`src/dcrt_pkg.sv`:
```
// shared types and constants for the datagram chunk reassembly tracker
package dcrt_pkg;

   localparam int LEN_W      = 12;
   localparam int MAGIC_W    = 32;
   localparam int FRAME_W    = 32;
   localparam int CIDX_W     = 16;
   localparam int CTOT_W     = 16;
   localparam int BYTES_W    = 18;
   localparam int HELD_W     = 8;
   localparam int LIMIT_W    = 20;
   localparam int CSR_DATA_W = 32;
   localparam int CSR_IDX_W  = 1;

   localparam int REQ_DATA_W = 112;
   localparam int RSP_DATA_W = 32;

   localparam logic [LEN_W-1:0]   HEADER_BYTES = 12'd12;
   localparam logic [BYTES_W-1:0] BYTE_SUM_MAX = 18'h3FFFF;
   localparam logic [HELD_W-1:0]  HELD_MAX     = 8'hFF;
   localparam logic [LIMIT_W-1:0] LIMIT_RESET  = 20'h40000;

   localparam logic [CSR_IDX_W-1:0] CSR_EXPECTED_MAGIC = 1'b0;
   localparam logic [CSR_IDX_W-1:0] CSR_BUFFER_LIMIT   = 1'b1;

   typedef enum logic [3:0] {
      STAT_SHORT       = 4'd0,
      STAT_BAD_MAGIC   = 4'd1,
      STAT_ZERO_TOTAL  = 4'd2,
      STAT_INDEX_RANGE = 4'd3,
      STAT_TOO_MANY    = 4'd4,
      STAT_DUPLICATE   = 4'd5,
      STAT_ACCEPTED    = 4'd6,
      STAT_COMPLETE    = 4'd7,
      STAT_OVERFLOW    = 4'd8
   } status_type;

   typedef struct packed {
      logic [CTOT_W-1:0]  chunk_total;
      logic [CIDX_W-1:0]  chunk_index;
      logic [FRAME_W-1:0] frame_number;
      logic [MAGIC_W-1:0] header_magic;
      logic [LEN_W-1:0]   datagram_length;
   } item_type;

   typedef struct packed {
      logic [HELD_W-1:0]  chunks_held;
      logic [BYTES_W-1:0] frame_bytes;
      logic               dropped_partial;
      status_type         status;
   } result_type;

   // bitmap update issued when a header is committed
   typedef struct packed {
      logic clear;
      logic mark;
   } bm_cmd_type;

endpackage

```
`src/dcrt_ram.sv`:
```
// generic single-port-write, registered-read ram
module dcrt_ram #(
   parameter int WIDTH = 1,
   parameter int DEPTH = 128
) (
   input  logic                                      clock,
   input  logic                                      wr_en,
   input  logic [(DEPTH > 1 ? $clog2(DEPTH) : 1)-1:0] wr_addr,
   input  logic [WIDTH-1:0]                          wr_data,
   input  logic                                      rd_en,
   input  logic [(DEPTH > 1 ? $clog2(DEPTH) : 1)-1:0] rd_addr,
   output logic [WIDTH-1:0]                          rd_data
);

   logic [WIDTH-1:0] mem_ff [DEPTH];
   logic [WIDTH-1:0] rd_data_ff;

   always_ff @(posedge clock) begin
      if (wr_en) begin
         mem_ff[wr_addr] <= wr_data;
      end
      if (rd_en) begin
         rd_data_ff <= mem_ff[rd_addr];
      end
   end

   assign rd_data = rd_data_ff;

endmodule

```
`src/dcrt_bitmap.sv`:
```
// received-chunk bitmap: ram holds the marks, per-entry valid bits let all marks clear at once
module dcrt_bitmap #(
   parameter int MAX_CHUNKS = 128
) (
   input  logic                    clock,
   input  logic                    reset,
   input  logic                    rd_en,
   input  logic [dcrt_pkg::CIDX_W-1:0] rd_index,
   input  logic [dcrt_pkg::CIDX_W-1:0] cur_index,
   input  dcrt_pkg::bm_cmd_type    cmd,
   output logic                    seen
);
   import dcrt_pkg::*;

   localparam int AW = (MAX_CHUNKS > 1) ? $clog2(MAX_CHUNKS) : 1;

   logic [MAX_CHUNKS-1:0] valid_ff;
   logic [MAX_CHUNKS-1:0] valid_in;
   logic                  mark_bit;
   logic [AW-1:0]         cur_addr;

   assign cur_addr = cur_index[AW-1:0];

   dcrt_ram #(
      .WIDTH (1),
      .DEPTH (MAX_CHUNKS)
   ) u_seen_ram (
      .clock   (clock),
      .wr_en   (cmd.mark),
      .wr_addr (cur_addr),
      .wr_data (1'b1),
      .rd_en   (rd_en),
      .rd_addr (rd_index[AW-1:0]),
      .rd_data (mark_bit)
   );

   // an entry not valid since the last clear reads as unseen
   assign seen = valid_ff[cur_addr] & mark_bit;

   always_comb begin
      valid_in = valid_ff;
      if (cmd.clear) begin
         valid_in = '0;
      end
      if (cmd.mark) begin
         valid_in[cur_addr] = 1'b1;
      end
   end

   always_ff @(posedge clock) begin
      if (reset) begin
         valid_ff <= '0;
      end else begin
         valid_ff <= valid_in;
      end
   end

endmodule

```
`src/dcrt_frame.sv`:
```
// header checks, frame state and result formation
module dcrt_frame #(
   parameter int MAX_CHUNKS   = 128,
   parameter int MAX_DATAGRAM = 2048
) (
   input  logic                          clock,
   input  logic                          reset,
   input  logic                          commit,
   input  dcrt_pkg::item_type            item,
   input  logic [dcrt_pkg::MAGIC_W-1:0]  expected_magic,
   input  logic [dcrt_pkg::LIMIT_W-1:0]  buffer_limit,
   input  logic                          seen_raw,
   output dcrt_pkg::bm_cmd_type          bm_cmd,
   output dcrt_pkg::result_type          result
);
   import dcrt_pkg::*;

   localparam int CNT_W = $clog2(MAX_CHUNKS + 1);

   logic               active_ff, active_in;
   logic [FRAME_W-1:0] cur_frame_ff, cur_frame_in;
   logic [CNT_W-1:0]   expected_ff, expected_in;
   logic [CNT_W-1:0]   count_ff, count_in;
   logic [BYTES_W-1:0] bytes_ff, bytes_in;

   logic [LEN_W-1:0]   len_c;
   status_type         check;
   logic               ok;
   logic               new_frame;
   logic               seen;
   logic [CNT_W-1:0]   base_count, base_expected, count_n;
   logic [BYTES_W-1:0] base_bytes, bytes_n;
   logic [BYTES_W:0]   sum;
   logic [CNT_W-1:0]   out_count;
   logic [BYTES_W-1:0] out_bytes;
   logic [31:0]        count_wide;

   always_comb begin
      len_c = item.datagram_length;
      if (32'(item.datagram_length) > MAX_DATAGRAM) begin
         len_c = LEN_W'(MAX_DATAGRAM);
      end

      if (len_c < HEADER_BYTES) begin
         check = STAT_SHORT;
      end else if (item.header_magic != expected_magic) begin
         check = STAT_BAD_MAGIC;
      end else if (item.chunk_total == '0) begin
         check = STAT_ZERO_TOTAL;
      end else if (item.chunk_index >= item.chunk_total) begin
         check = STAT_INDEX_RANGE;
      end else if (32'(item.chunk_total) > MAX_CHUNKS) begin
         check = STAT_TOO_MANY;
      end else begin
         check = STAT_ACCEPTED;
      end
      ok = (check == STAT_ACCEPTED);

      // idle or a different frame number starts over
      new_frame     = !active_ff || (item.frame_number != cur_frame_ff);
      seen          = !new_frame && seen_raw;
      base_count    = new_frame ? '0 : count_ff;
      base_bytes    = new_frame ? '0 : bytes_ff;
      base_expected = new_frame ? item.chunk_total[CNT_W-1:0] : expected_ff;

      count_n = base_count + CNT_W'(1);
      sum     = {1'b0, base_bytes} + (BYTES_W + 1)'(len_c - HEADER_BYTES);
      bytes_n = sum[BYTES_W] ? BYTE_SUM_MAX : sum[BYTES_W-1:0];

      active_in    = active_ff;
      cur_frame_in = cur_frame_ff;
      expected_in  = expected_ff;
      count_in     = count_ff;
      bytes_in     = bytes_ff;
      bm_cmd       = '0;

      result.status          = check;
      result.dropped_partial = 1'b0;
      out_count              = count_ff;
      out_bytes              = bytes_ff;

      if (ok) begin
         result.dropped_partial = new_frame && active_ff;
         bm_cmd.clear           = new_frame && commit;
         active_in              = 1'b1;
         cur_frame_in           = item.frame_number;
         expected_in            = base_expected;
         count_in               = base_count;
         bytes_in               = base_bytes;
         out_count              = base_count;
         out_bytes              = base_bytes;
         if (seen) begin
            result.status = STAT_DUPLICATE;
         end else begin
            bm_cmd.mark = commit;
            out_count   = count_n;
            out_bytes   = bytes_n;
            count_in    = count_n;
            bytes_in    = bytes_n;
            if (count_n == base_expected) begin
               result.status = ({2'b00, bytes_n} > buffer_limit) ? STAT_OVERFLOW
                                                                 : STAT_COMPLETE;
               // frame closed, number kept
               active_in   = 1'b0;
               expected_in = '0;
               count_in    = '0;
               bytes_in    = '0;
            end else begin
               result.status = STAT_ACCEPTED;
            end
         end
      end

      count_wide         = 32'(out_count);
      result.chunks_held = (count_wide > 32'(HELD_MAX)) ? HELD_MAX : count_wide[HELD_W-1:0];
      result.frame_bytes = out_bytes;
   end

   always_ff @(posedge clock) begin
      if (reset) begin
         active_ff    <= 1'b0;
         cur_frame_ff <= '0;
         expected_ff  <= '0;
         count_ff     <= '0;
         bytes_ff     <= '0;
      end else if (commit) begin
         active_ff    <= active_in;
         cur_frame_ff <= cur_frame_in;
         expected_ff  <= expected_in;
         count_ff     <= count_in;
         bytes_ff     <= bytes_in;
      end
   end

endmodule

```
`src/datagram_chunk_reassembly_tracker.sv`:
```
// top level of the datagram chunk reassembly tracker
//
// req channel: one parsed datagram header per beat (length, magic, frame
//   number, chunk index, chunk total); rsp channel: one result beat per
//   request beat (status, dropped-partial flag, byte sum, chunks held)
// csr port: write-only, index 0 expected magic, index 1 buffer limit in bytes;
//   to be written only while no request is in flight; the block does not enforce this
// timing: a request beat is taken when the block is idle and issues the chunk
//   bitmap ram read at that edge; in the next cycle the registered read data
//   is there and the result is formed; once the output register is free or
//   draining, the bitmap and frame state are written back and the result
//   lands in the output register; a new request beat is taken only after that
// the bitmap ram read and write-back of one header never overlap with the
//   next header, which is read only after the write-back edge
// reset: frame state goes idle, bitmap valid bits clear, magic
//   reads zero and the buffer limit 262144
// rsp stall: the result waits in the output register while one more request
//   is taken and looked up; that header then holds until rsp_tready frees
//   the output register
module datagram_chunk_reassembly_tracker #(
   parameter int MAX_CHUNKS   = 128,
   parameter int MAX_DATAGRAM = 2048
) (
   input  logic                              clock,
   input  logic                              reset,
   // csr write port
   input  logic                              csr_wr_en,
   input  logic [dcrt_pkg::CSR_IDX_W-1:0]    csr_index,
   input  logic [dcrt_pkg::CSR_DATA_W-1:0]   csr_wdata,
   // request stream
   input  logic                              req_tvalid,
   output logic                              req_tready,
   // datagram_length, header_magic, frame_number, chunk_index, chunk_total, pad
   input  logic [dcrt_pkg::REQ_DATA_W-1:0]   req_tdata,
   // result stream
   output logic                              rsp_tvalid,
   input  logic                              rsp_tready,
   // status, dropped_partial, frame_bytes, chunks_held, pad
   output logic [dcrt_pkg::RSP_DATA_W-1:0]   rsp_tdata
);
   import dcrt_pkg::*;

   typedef enum logic {
      S_IDLE,
      S_LOOK
   } state_type;

   state_type          state_ff;
   item_type           item_ff;
   item_type           req_item;
   logic               rsp_valid_ff;
   result_type         rsp_data_ff;
   logic [MAGIC_W-1:0] magic_ff;
   logic [LIMIT_W-1:0] limit_ff;

   logic               req_beat;
   logic               commit;
   logic               seen_raw;
   bm_cmd_type         bm_cmd;
   result_type         result;

   assign req_item   = req_tdata[$bits(item_type)-1:0];
   assign req_tready = (state_ff == S_IDLE);
   assign req_beat   = req_tvalid && req_tready;
   // finish the lookup once the output register is free or draining
   assign commit     = (state_ff == S_LOOK) && (!rsp_valid_ff || rsp_tready);

   assign rsp_tvalid = rsp_valid_ff;
   assign rsp_tdata  = {(RSP_DATA_W - $bits(result_type))'(0), rsp_data_ff};

   dcrt_bitmap #(
      .MAX_CHUNKS (MAX_CHUNKS)
   ) u_bitmap (
      .clock     (clock),
      .reset     (reset),
      .rd_en     (req_beat),
      .rd_index  (req_item.chunk_index),
      .cur_index (item_ff.chunk_index),
      .cmd       (bm_cmd),
      .seen      (seen_raw)
   );

   dcrt_frame #(
      .MAX_CHUNKS   (MAX_CHUNKS),
      .MAX_DATAGRAM (MAX_DATAGRAM)
   ) u_frame (
      .clock          (clock),
      .reset          (reset),
      .commit         (commit),
      .item           (item_ff),
      .expected_magic (magic_ff),
      .buffer_limit   (limit_ff),
      .seen_raw       (seen_raw),
      .bm_cmd         (bm_cmd),
      .result         (result)
   );

   // configuration registers
   always_ff @(posedge clock) begin
      if (reset) begin
         magic_ff <= '0;
         limit_ff <= LIMIT_RESET;
      end else if (csr_wr_en) begin
         unique case (csr_index)
            CSR_EXPECTED_MAGIC: magic_ff <= csr_wdata[MAGIC_W-1:0];
            CSR_BUFFER_LIMIT:   limit_ff <= csr_wdata[LIMIT_W-1:0];
            default:            ;
         endcase
      end
   end

   // control state and output register
   always_ff @(posedge clock) begin
      if (reset) begin
         state_ff     <= S_IDLE;
         rsp_valid_ff <= 1'b0;
      end else begin
         // a commit refills the output register in the cycle it drains
         if (commit) begin
            rsp_valid_ff <= 1'b1;
         end else if (rsp_valid_ff && rsp_tready) begin
            rsp_valid_ff <= 1'b0;
         end
         unique case (state_ff)
            S_IDLE: begin
               if (req_beat) begin
                  state_ff <= S_LOOK;
               end
            end
            S_LOOK: begin
               if (commit) begin
                  state_ff <= S_IDLE;
               end
            end
            default: state_ff <= S_IDLE;
         endcase
      end
   end

   // payload registers
   always_ff @(posedge clock) begin
      if (req_beat) begin
         item_ff <= req_item;
      end
      if (commit) begin
         rsp_data_ff <= result;
      end
   end

endmodule
```
`config.mk`:
```
export PLATFORM = sky130hd
export DESIGN_NAME = datagram_chunk_reassembly_tracker
export DESIGN_NICKNAME = d
export VERILOG_FILES = /design/src/dcrt_pkg.sv /design/src/dcrt_ram.sv /design/src/dcrt_bitmap.sv /design/src/dcrt_frame.sv /design/src/datagram_chunk_reassembly_tracker.sv
export SDC_FILE = /design/constraint.sdc
export NUM_CORES = 1
export LEC_CHECK = 0
export BUFFER_PORTS_ARGS = -buffer_cell sky130_fd_sc_hd__buf_2
export CORE_ASPECT_RATIO = 1.4
export CORE_UTILIZATION = 28
export DETAILED_ROUTE_END_ITERATION = 16
export SYNTH_ARGS = -nofsm -noshare
export SYNTH_HDL_FRONTEND = slang
export SYNTH_HIERARCHICAL = 1
export SYNTH_SLANG_ARGS = --single-unit
```
`constraint.sdc`:
```
create_clock -name clock -period 6.2 [get_ports clock]
set_input_delay 0.62 -clock clock [delete_from_list [all_inputs] [get_ports clock]]
set_output_delay 0.62 -clock clock [all_outputs]
set_load 0.03 [all_outputs]
```
After elaboration in Yosys (flattened, before gate mapping)
Index checks and enable logic that the tools add are counted.

Output and inout bits: 34. Input port bits: 150. Bits in registers: 389.

Multiplexer cells: 39. Bitwise logic cells: 4. Equal/unequal tests: 4. Reductions and logical operators: 17. Add/sub/neg operators: 3. Magnitude comparators: 7.

Operators with widths (number): 2-to-1 mux 128 bit (2); OR 128 bit (1); 2-to-1 mux 18 bit (6); 2-to-1 mux 8 bit (8); != test 32 bit (2); 2-to-1 mux 4 bit (8); greater-than comparator 18 x 20 -> 1 bit (1); adder 18 x 19 -> 19 bit (1); greater-or-equal comparator 16 bit (1); greater-than comparator 16 x 8 -> 1 bit (second input constant) (1); zero test 16 bit (1); subtractor 12 x 4 -> 13 bit (second input constant) (1); greater-than comparator 12 bit (second input constant) (1); less-than comparator 12 x 4 -> 1 bit (second input constant) (1); 2-to-1 mux 12 bit (1); 2-to-1 mux 1 bit (9); adder 8 x 1 -> 8 bit (second input constant) (1); == test 8 bit (1); less-than comparator 7 x 8 -> 1 bit (second input constant) (1); binary-select mux 1 bit (select 7 bit) (1); demux 1 bit (select 7 bit) (1); greater-or-equal comparator 7 x 1 -> 1 bit (second input constant) (1); logical AND 1 bit (7); AND reduction 2 bit (3); 8 further kinds (13).

Longest topological paths before layout
Gate-level depths: netlist of run 1.

Depth after elaboration: 11. Gate-level depth with buffers: 30. Depth with buffers taken out: 27.

Modules after synthesis
The synthesis of run 1 kept the hierarchy.

Modules (own cells, without submodules): datagram_chunk_reassembly_tracker (cells an instance 357, area an instance 6465.0 sq um, times used 1); dcrt_frame (cells an instance 802, area an instance 6254.7 sq um, times used 1); dcrt_bitmap (cells an instance 755, area an instance 6030.8 sq um, times used 1); dcrt_ram (cells an instance 395, area an instance 5729.2 sq um, times used 1).

Least setup slack after synthesis of run 1
OpenSTA, ideal clock, no wires.

Path type: register to register. From: register item_ff[58] in the netlist's numbering. To: register rsp_data_ff (netlist bit rsp_tdata[0]) (data pin). Arrival: 5.957 ns. Stages on the path, launching flop included: 31. Required time: 6.048 ns. Setup time: 0.152 ns. Path slack: 0.091 ns. Path buffers: 3. Path through: edfxtp_1 > xnor2_1 > nand4_1 > or4_4 > nor3_2 > clkbuf_1 > clkbuf_1 > and2_1 > ha_1 > inv_1 > fa_1 > nor2b_1 > nor3_1 > o21ai_0 > a31oi_1 > o21ai_0 > a31oi_1 > xnor2_1 > clkbuf_1 > nor2_1 > inv_1 > ha_1 > a21o_1 > a21o_1 > a21oi_1 > o21ai_0 > a31oi_1 > o221a_2 > nor2_1 > o21a_1 > o21ai_0.

RTL lines: start, declared (line datagram_chunk_reassembly_tracker.sv:49) `item_type item_ff;`; start signal, assigned (line datagram_chunk_reassembly_tracker.sv:143) `item_ff <= req_item;`; end signal, assigned (line datagram_chunk_reassembly_tracker.sv:146) `rsp_data_ff <= result;`; end, declared (line datagram_chunk_reassembly_tracker.sv:52) `result_type rsp_data_ff;`.

==> results of run 1 <==
stage by stage:
| step | worst slack, ps | TNS, ps | instances |
|---|---|---|---|
| 2_1_floorplan | 91.0 | 0 | 2436 |
| 3_3_place_gp | 52.0 | 0 | 3699 |
| 3_5_place_dp | -26.3 | -26.3 | 3699 |
| 4_1_cts | 3.69 | 0 | 3807 |
| 5_1_grt | -33.5 | -53.2 | 3816 |
| 6_report | 268 | 0 | 3816 |
worst max-delay path by stage:
stage / to / slack (ps) / cells past startpoint
6_report: rsp_tdata[2] / 270 / 25
5_1_grt: rsp_tdata[2] / -30 / 27
4_1_cts: rsp_tdata[2] / 4 / 27
3_5_place_dp: rsp_tdata[2] / -30 / 27
3_3_place_gp: rsp_tdata[2] / 50 / 27
2_1_floorplan: rsp_tdata[0] / 90 / 30
timing repair:
action                                 CTS  global route
gates resized for setup                  1            32
setup endpoints to repair                3             4
buffers inserted                         0             5
cloned                                   0             1
endpoints found under the hold margin    0             0
pin swaps                                1            11
cell usage after synthesis (19+ instances only):
library cell	n
xnor2_1	49
a21oi_1	162
o21ai_0	56
clkbuf_1	78
xor2_1	40
inv_1	68
nand2b_1	93
buf_2	26
edfxtp_1	268
nand3_1	26
o21ai_1	37
mux2i_1	106
nor4_1	19
and2_1	28
nor3_1	21
ha_1	54
nor2_1	365
nand2_1	93
nand4_1	30
dfxtp_1	249
mux4_2	28
nor2b_1	155
power breakdown:
group	leakage (nW)	internal, mW	total, mW	switching (mW)
logic	5.64	0.188	0.492	0.304
registers	4.51	3.68	3.73	0.0566
clock network	0.972	2.16	3.58	1.42
total	11.1	6.02	7.80	1.78
cell type report:
| class | count | area share, % |
|---|---|---|
| Sequential cell | 517 | 44.4 |
| Multi-Input combinational cell | 1720 | 38.1 |
| Clock inverter | 22 | 0.830 |
| Clock buffer | 86 | 5.97 |
| Inverter | 70 | 0.911 |
| Tap cell | 1161 | 4.94 |
| Antenna cell | 3 | 0.0256 |
| Timing Repair Buffer | 237 | 4.82 |
metal layers:
layer / up-vias / track usage, % / part of all wire, %
li1: 8643 / - / -
met1: 8601 / 16.6 / 41
met2: 361 / 26.5 / 52
met3: 89 / 2.03 / 4.0
met4: 0 / 4.06 / 2.2
met5: - / 0 / 0
flip-flops by register name (all words and copies together), names as in the netlist:
| name | flops |
|---|---|
| u_frame/bytes_ff | 18 |
| u_frame/expected_ff | 8 |
| u_frame/active_ff | 1 |
| u_bitmap/u_seen_ram/rd_data | 1 |
| u_frame/cur_frame_ff | 32 |
| magic_ff | 32 |
| u_bitmap/u_seen_ram/mem_ff | 128 |
| u_frame/count_ff | 8 |
| u_bitmap/valid_ff | 128 |
| state_ff | 1 |
| limit_ff | 20 |
| rsp_tdata | 31 |
| item_ff | 108 |
| rsp_tvalid | 1 |
logic make-up (layout without fill, tap and decap cells):
logic type	count (synthesis)	in the layout
buf+inv	199	415
compound gates	387	387
mux	151	151
simple gates	908	908
xor+xnor	90	90
flops	517	517
fa+ha+maj	55	55
other cells	2	132
==> metrics.txt, run 1 <==
outcome=finished, final reports clean; r2r worst-path depth=25; Adder-Cell Fraction of Synth Area=2.84%; Reg clk slew, reported paths=60 ps; first-pass GRT wire length=98500 um; Core Rows=127; final setup fails=0; Tmin final=5930 ps; hpwl dp=43300 um; final hold vios=0; die width=252 um; Buf/Inv on CP=3; post-synthesis mux area share=8.12%; Crit path max-delay family=simple AND/OR/NAND/NOR gates; CTS tree=built; H-tree depth=2; TritonCTS buffer count=57; Final GP Congestion=0.821; Synth top area share=32.9%; Global Route Usage Sum=14.2%; Yosys reg bits=517; via count=17700; Worst EP required=6540 ps; Post-Synth XOR/XNOR Area=3.25%; vias per inst=4.64; worst endpoint data arrival time=6270 ps; drc violations=0; starting density of the core=28.4%; Worst Max-Slew Pin Slew=1150 ps; Cells after Synth=2309; die area=88600 um2; max_cap viols=0; Port Buffer Count=178; RR Endpoint=rsp_tdata[2]; largest net degree at the start of global routing=131; commonest non-fill, non-tap cell in the layout=nor2_1; Final Net Count=2808; Peak supply drop=0.218 mV; core area=86100 um2; max incr delay on CP=590 ps; largest family of logic cells by synthesized area=simple AND/OR/NAND/NOR gates; most common flop cell mapped by yosys=edfxtp_1; CP Launch Type=flop; mapped cell area=24500 um2; Leak Pwr=11.1 nW; Hold Path Origin=req_tdata[0]; area post-placement=27100 um2; Worst Setup SP=item_ff[64]; WHS=181 ps; ranking of synthesized cells by area=edfxtp_1 (33%), dfxtp_1 (20%), nor2_1 (5.6%), mux2i_1 (4.3%), nor2b_1 (4.0%); CTS sink cnt=517; routed wire length=64300 um; Syn Area/Cell=10.6 um2; final non-filler cell area=29400 um2; area occupied by multi-input gates=11200 um2; power per cell area=266 nW/um2; vias in the first global route=17600; Storage cell area=13000 um2; Simple-Gate Fraction of Synth Area=19.1%; clk buf depth=3; relative slew slack=22.9%; period utilization=95.7%; # fillers=8767; Routed Antenna Nets=0; CP Capture Type=flop; critical path fanouts, max=15; DR pass1 iterations=5; CP max-delay cell=or4_4; worst r2r src=item_ff[64]; Setup CP Type=flop to flop; initial drt markers=1233; most frequent cells in the layout=nor2_1 (358), edfxtp_1 (268), dfxtp_1 (249), buf_2 (177), a21oi_1 (161); sequential area share after synthesis=53.2%; synth unique cells=92; hold-fix buffer count after cts=0; WL/cell=16.8 um; ys async rst share=0%; share of cells above drive strength 1=16.3%; worst min path class=input port to flop; Clock Skew=17.3 ps; Pwr Total=7.80 mW; Yosys warnings=6; synthesis-to-finish area growth=20.0%; Final Util=34.1%; # IOs=184; count of flip-flops with a built-in enable after synthesis=268; hold endpoint=item_ff[0]; hold path cells=1; FMAX=169 MHz; clock root cell=clkbuf_16; initial antenna violation count=5; die height=352 um; leading area contributor after synthesis=edfxtp_1; flop-to-flop setup slack=270 ps; Synth Area in Compound Gates=9.74%; worst skew pair latency=620 ps; Max Transition Viols Final=0; grt total ovfl=0
Power figures use the tool's default switching activity.
==> run 2: changes to the inputs <==
--- a/config.mk
+++ b/config.mk
@@ -9,6 +9,7 @@
 export CORE_ASPECT_RATIO = 1.4
 export CORE_UTILIZATION = 28
 export DETAILED_ROUTE_END_ITERATION = 16
+export PLACE_DENSITY = 0.47
 export SYNTH_ARGS = -nofsm -noshare
 export SYNTH_HDL_FRONTEND = slang
 export SYNTH_HIERARCHICAL = 1
==> run 2 against run 1 <==
Core utilization fell by 0.083 points. Worst setup slack better by 7.3 ps. Via count is 1.3% higher. Design area fell by 0.24%. Count of clock-buffer cells in the layout shrank 7. Critical endpoint unchanged. Largest cell class unchanged.
==> metrics.txt, run 2 (synthesis gave the netlist of run 1 again) <==
total negative slack=0 ps; largest net degree at the start of global routing=131; Hold Path Origin=req_tdata[29]; worst skew pair latency=640 ps; worst min path class=input port to flop; FMAX=169 MHz; critical path fanouts, max=12; most frequent cells in the layout=nor2_1 (354), edfxtp_1 (268), dfxtp_1 (249), buf_2 (177), a21oi_1 (161); Clock Skew=44.5 ps; Worst Max-Slew Pin Slew=1200 ps; CP Capture Type=flop; Port Buffer Count=178; routed wire length=69100 um; worst r2r src=item_ff[56]; hold-fix buffer count after cts=0; Final Net Count=2802; Reg clk slew, reported paths=60 ps; Max Transition Viols Final=0; relative slew slack=19.6%; hpwl dp=46600 um; Routed Antenna Nets=0; vias per inst=4.71; WL/cell=18.2 um; max_cap viols=0; DR pass1 iterations=5; Tmin final=5920 ps; power per cell area=266 nW/um2; clock root cell=clkbuf_16; final std cells w/o fill=3805; final hold vios=0; period utilization=95.6%; initial drt markers=1080; CTS sink cnt=517; die width=252 um; die height=352 um; outcome=finished, final reports clean; Final GP Congestion=0.808; clk buf depth=3; CP Launch Type=flop; Peak supply drop=0.214 mV; commonest non-fill, non-tap cell in the layout=nor2_1; Worst Setup SP=item_ff[56]; Worst EP required=6550 ps; Leak Pwr=11.1 nW; grt total ovfl=0; Regs by FF count=u_bitmap/u_seen_ram/mem_ff (128), u_bitmap/valid_ff (128), item_ff (108); starting density of the core=28.4%; synthesis-to-finish area growth=19.7%; die area=88600 um2; worst endpoint data arrival time=6280 ps; # IOs=184; share of cells above drive strength 1=16.1%; via count=17900; initial antenna violation count=6; Global Route Usage Sum=15.4%; drc violations=0; H-tree depth=2; Setup CP Type=flop to flop; Core Rows=127; final setup fails=0; Post-Place Cells=3695; vias in the first global route=18500; CTS tree=built; first-pass GRT wire length=105000 um; core area=86100 um2; TritonCTS buffer count=57; Pwr Total=7.81 mW
==> run 2: cell types whose count changed in the layout (fill, tap and decap cells not counted), moves of 3 or more <==
cell and change:
buf_4 -3, nor2_4 +3, clkinv_2 +4, clkbuf_16 -5
nor2_1 -4
==> run 2: area by class of cell <==
class,instances,area (um2)
diodes,1,2.50
clock buffers,79,1630
clock inverters,26,349
fillers,8825,56800
inverters,70,268
multi-input cells,1720,11200
flip-flops and latches,517,13000
well taps,1161,1450
repair buffers,231,1350
==> run 2: worst paths after layout <==
check | end | slack (ps) | cells past startpoint
worst max-delay path | rsp_tdata[2] | 280 | 27
worst min-delay path | item_ff[29] | 150 | 1
worst max register to register | rsp_tdata[2] | 280 | 27
worst min register to register | u_frame/bytes_ff[13] | 470 | 2
==> run 2: per-stage QoR <==
step                worst slack, ps  utilization (%)  instance area, um2  hold WS [ps]
floorplan                      91.0                -               25000           435
global placement               94.7             31.5               27100           453
detailed placement           -0.105             31.5               27100           460
CTS                            57.2             33.8               29100          93.0
global route                  -33.2             34.0               29300           111
finish                          276             34.0               29300           150
==> run 2: what timing repair did <==
action / CTS / global route
gates resized for setup: 2 / 30
buffers inserted: 0 / 4
endpoints found under the hold margin: 0 / 0
endpoints found under the setup margin: 2 / 4
pin swaps: 0 / 9
==> run 2: per-layer routing <==
metal / up-vias / GRT usage, % / routed length [um]
met4: 0 / 5.78 / 2160
met1: 8805 / 17.7 / 28200
li1: 8611 / - / -
met2: 388 / 28.8 / 36300
met5: - / 0 / 0
met3: 124 / 2.16 / 2500
==> run 2: power breakdown <==
group,total [mW],switching [mW],internal [mW]
combinational,0.499,0.314,0.185
clock,3.57,1.45,2.13
sequential,3.73,0.0572,3.68
==> run 2: worst max-delay path: stages (launching register included) <==
cell and delay (ps):
edfxtp_1 430, xnor2_2 210, nand4_1 120, or4_4 580, nor3_4 240, buf_12 170, and2_1 130, ha_1 160
inv_1 50, fa_1 390, nor2b_2 140, nor3_1 70, o21ai_1 180, a31oi_2 140, o21ai_2 200, a31oi_4 140
xnor2_2 180, buf_4 180, nor2_1 140, inv_1 60, ha_1 290, nand4_1 90, or2_2 280, or3_1 390
o32a_1 170, o221a_2 160, nor4_4 250, nor4_2 80
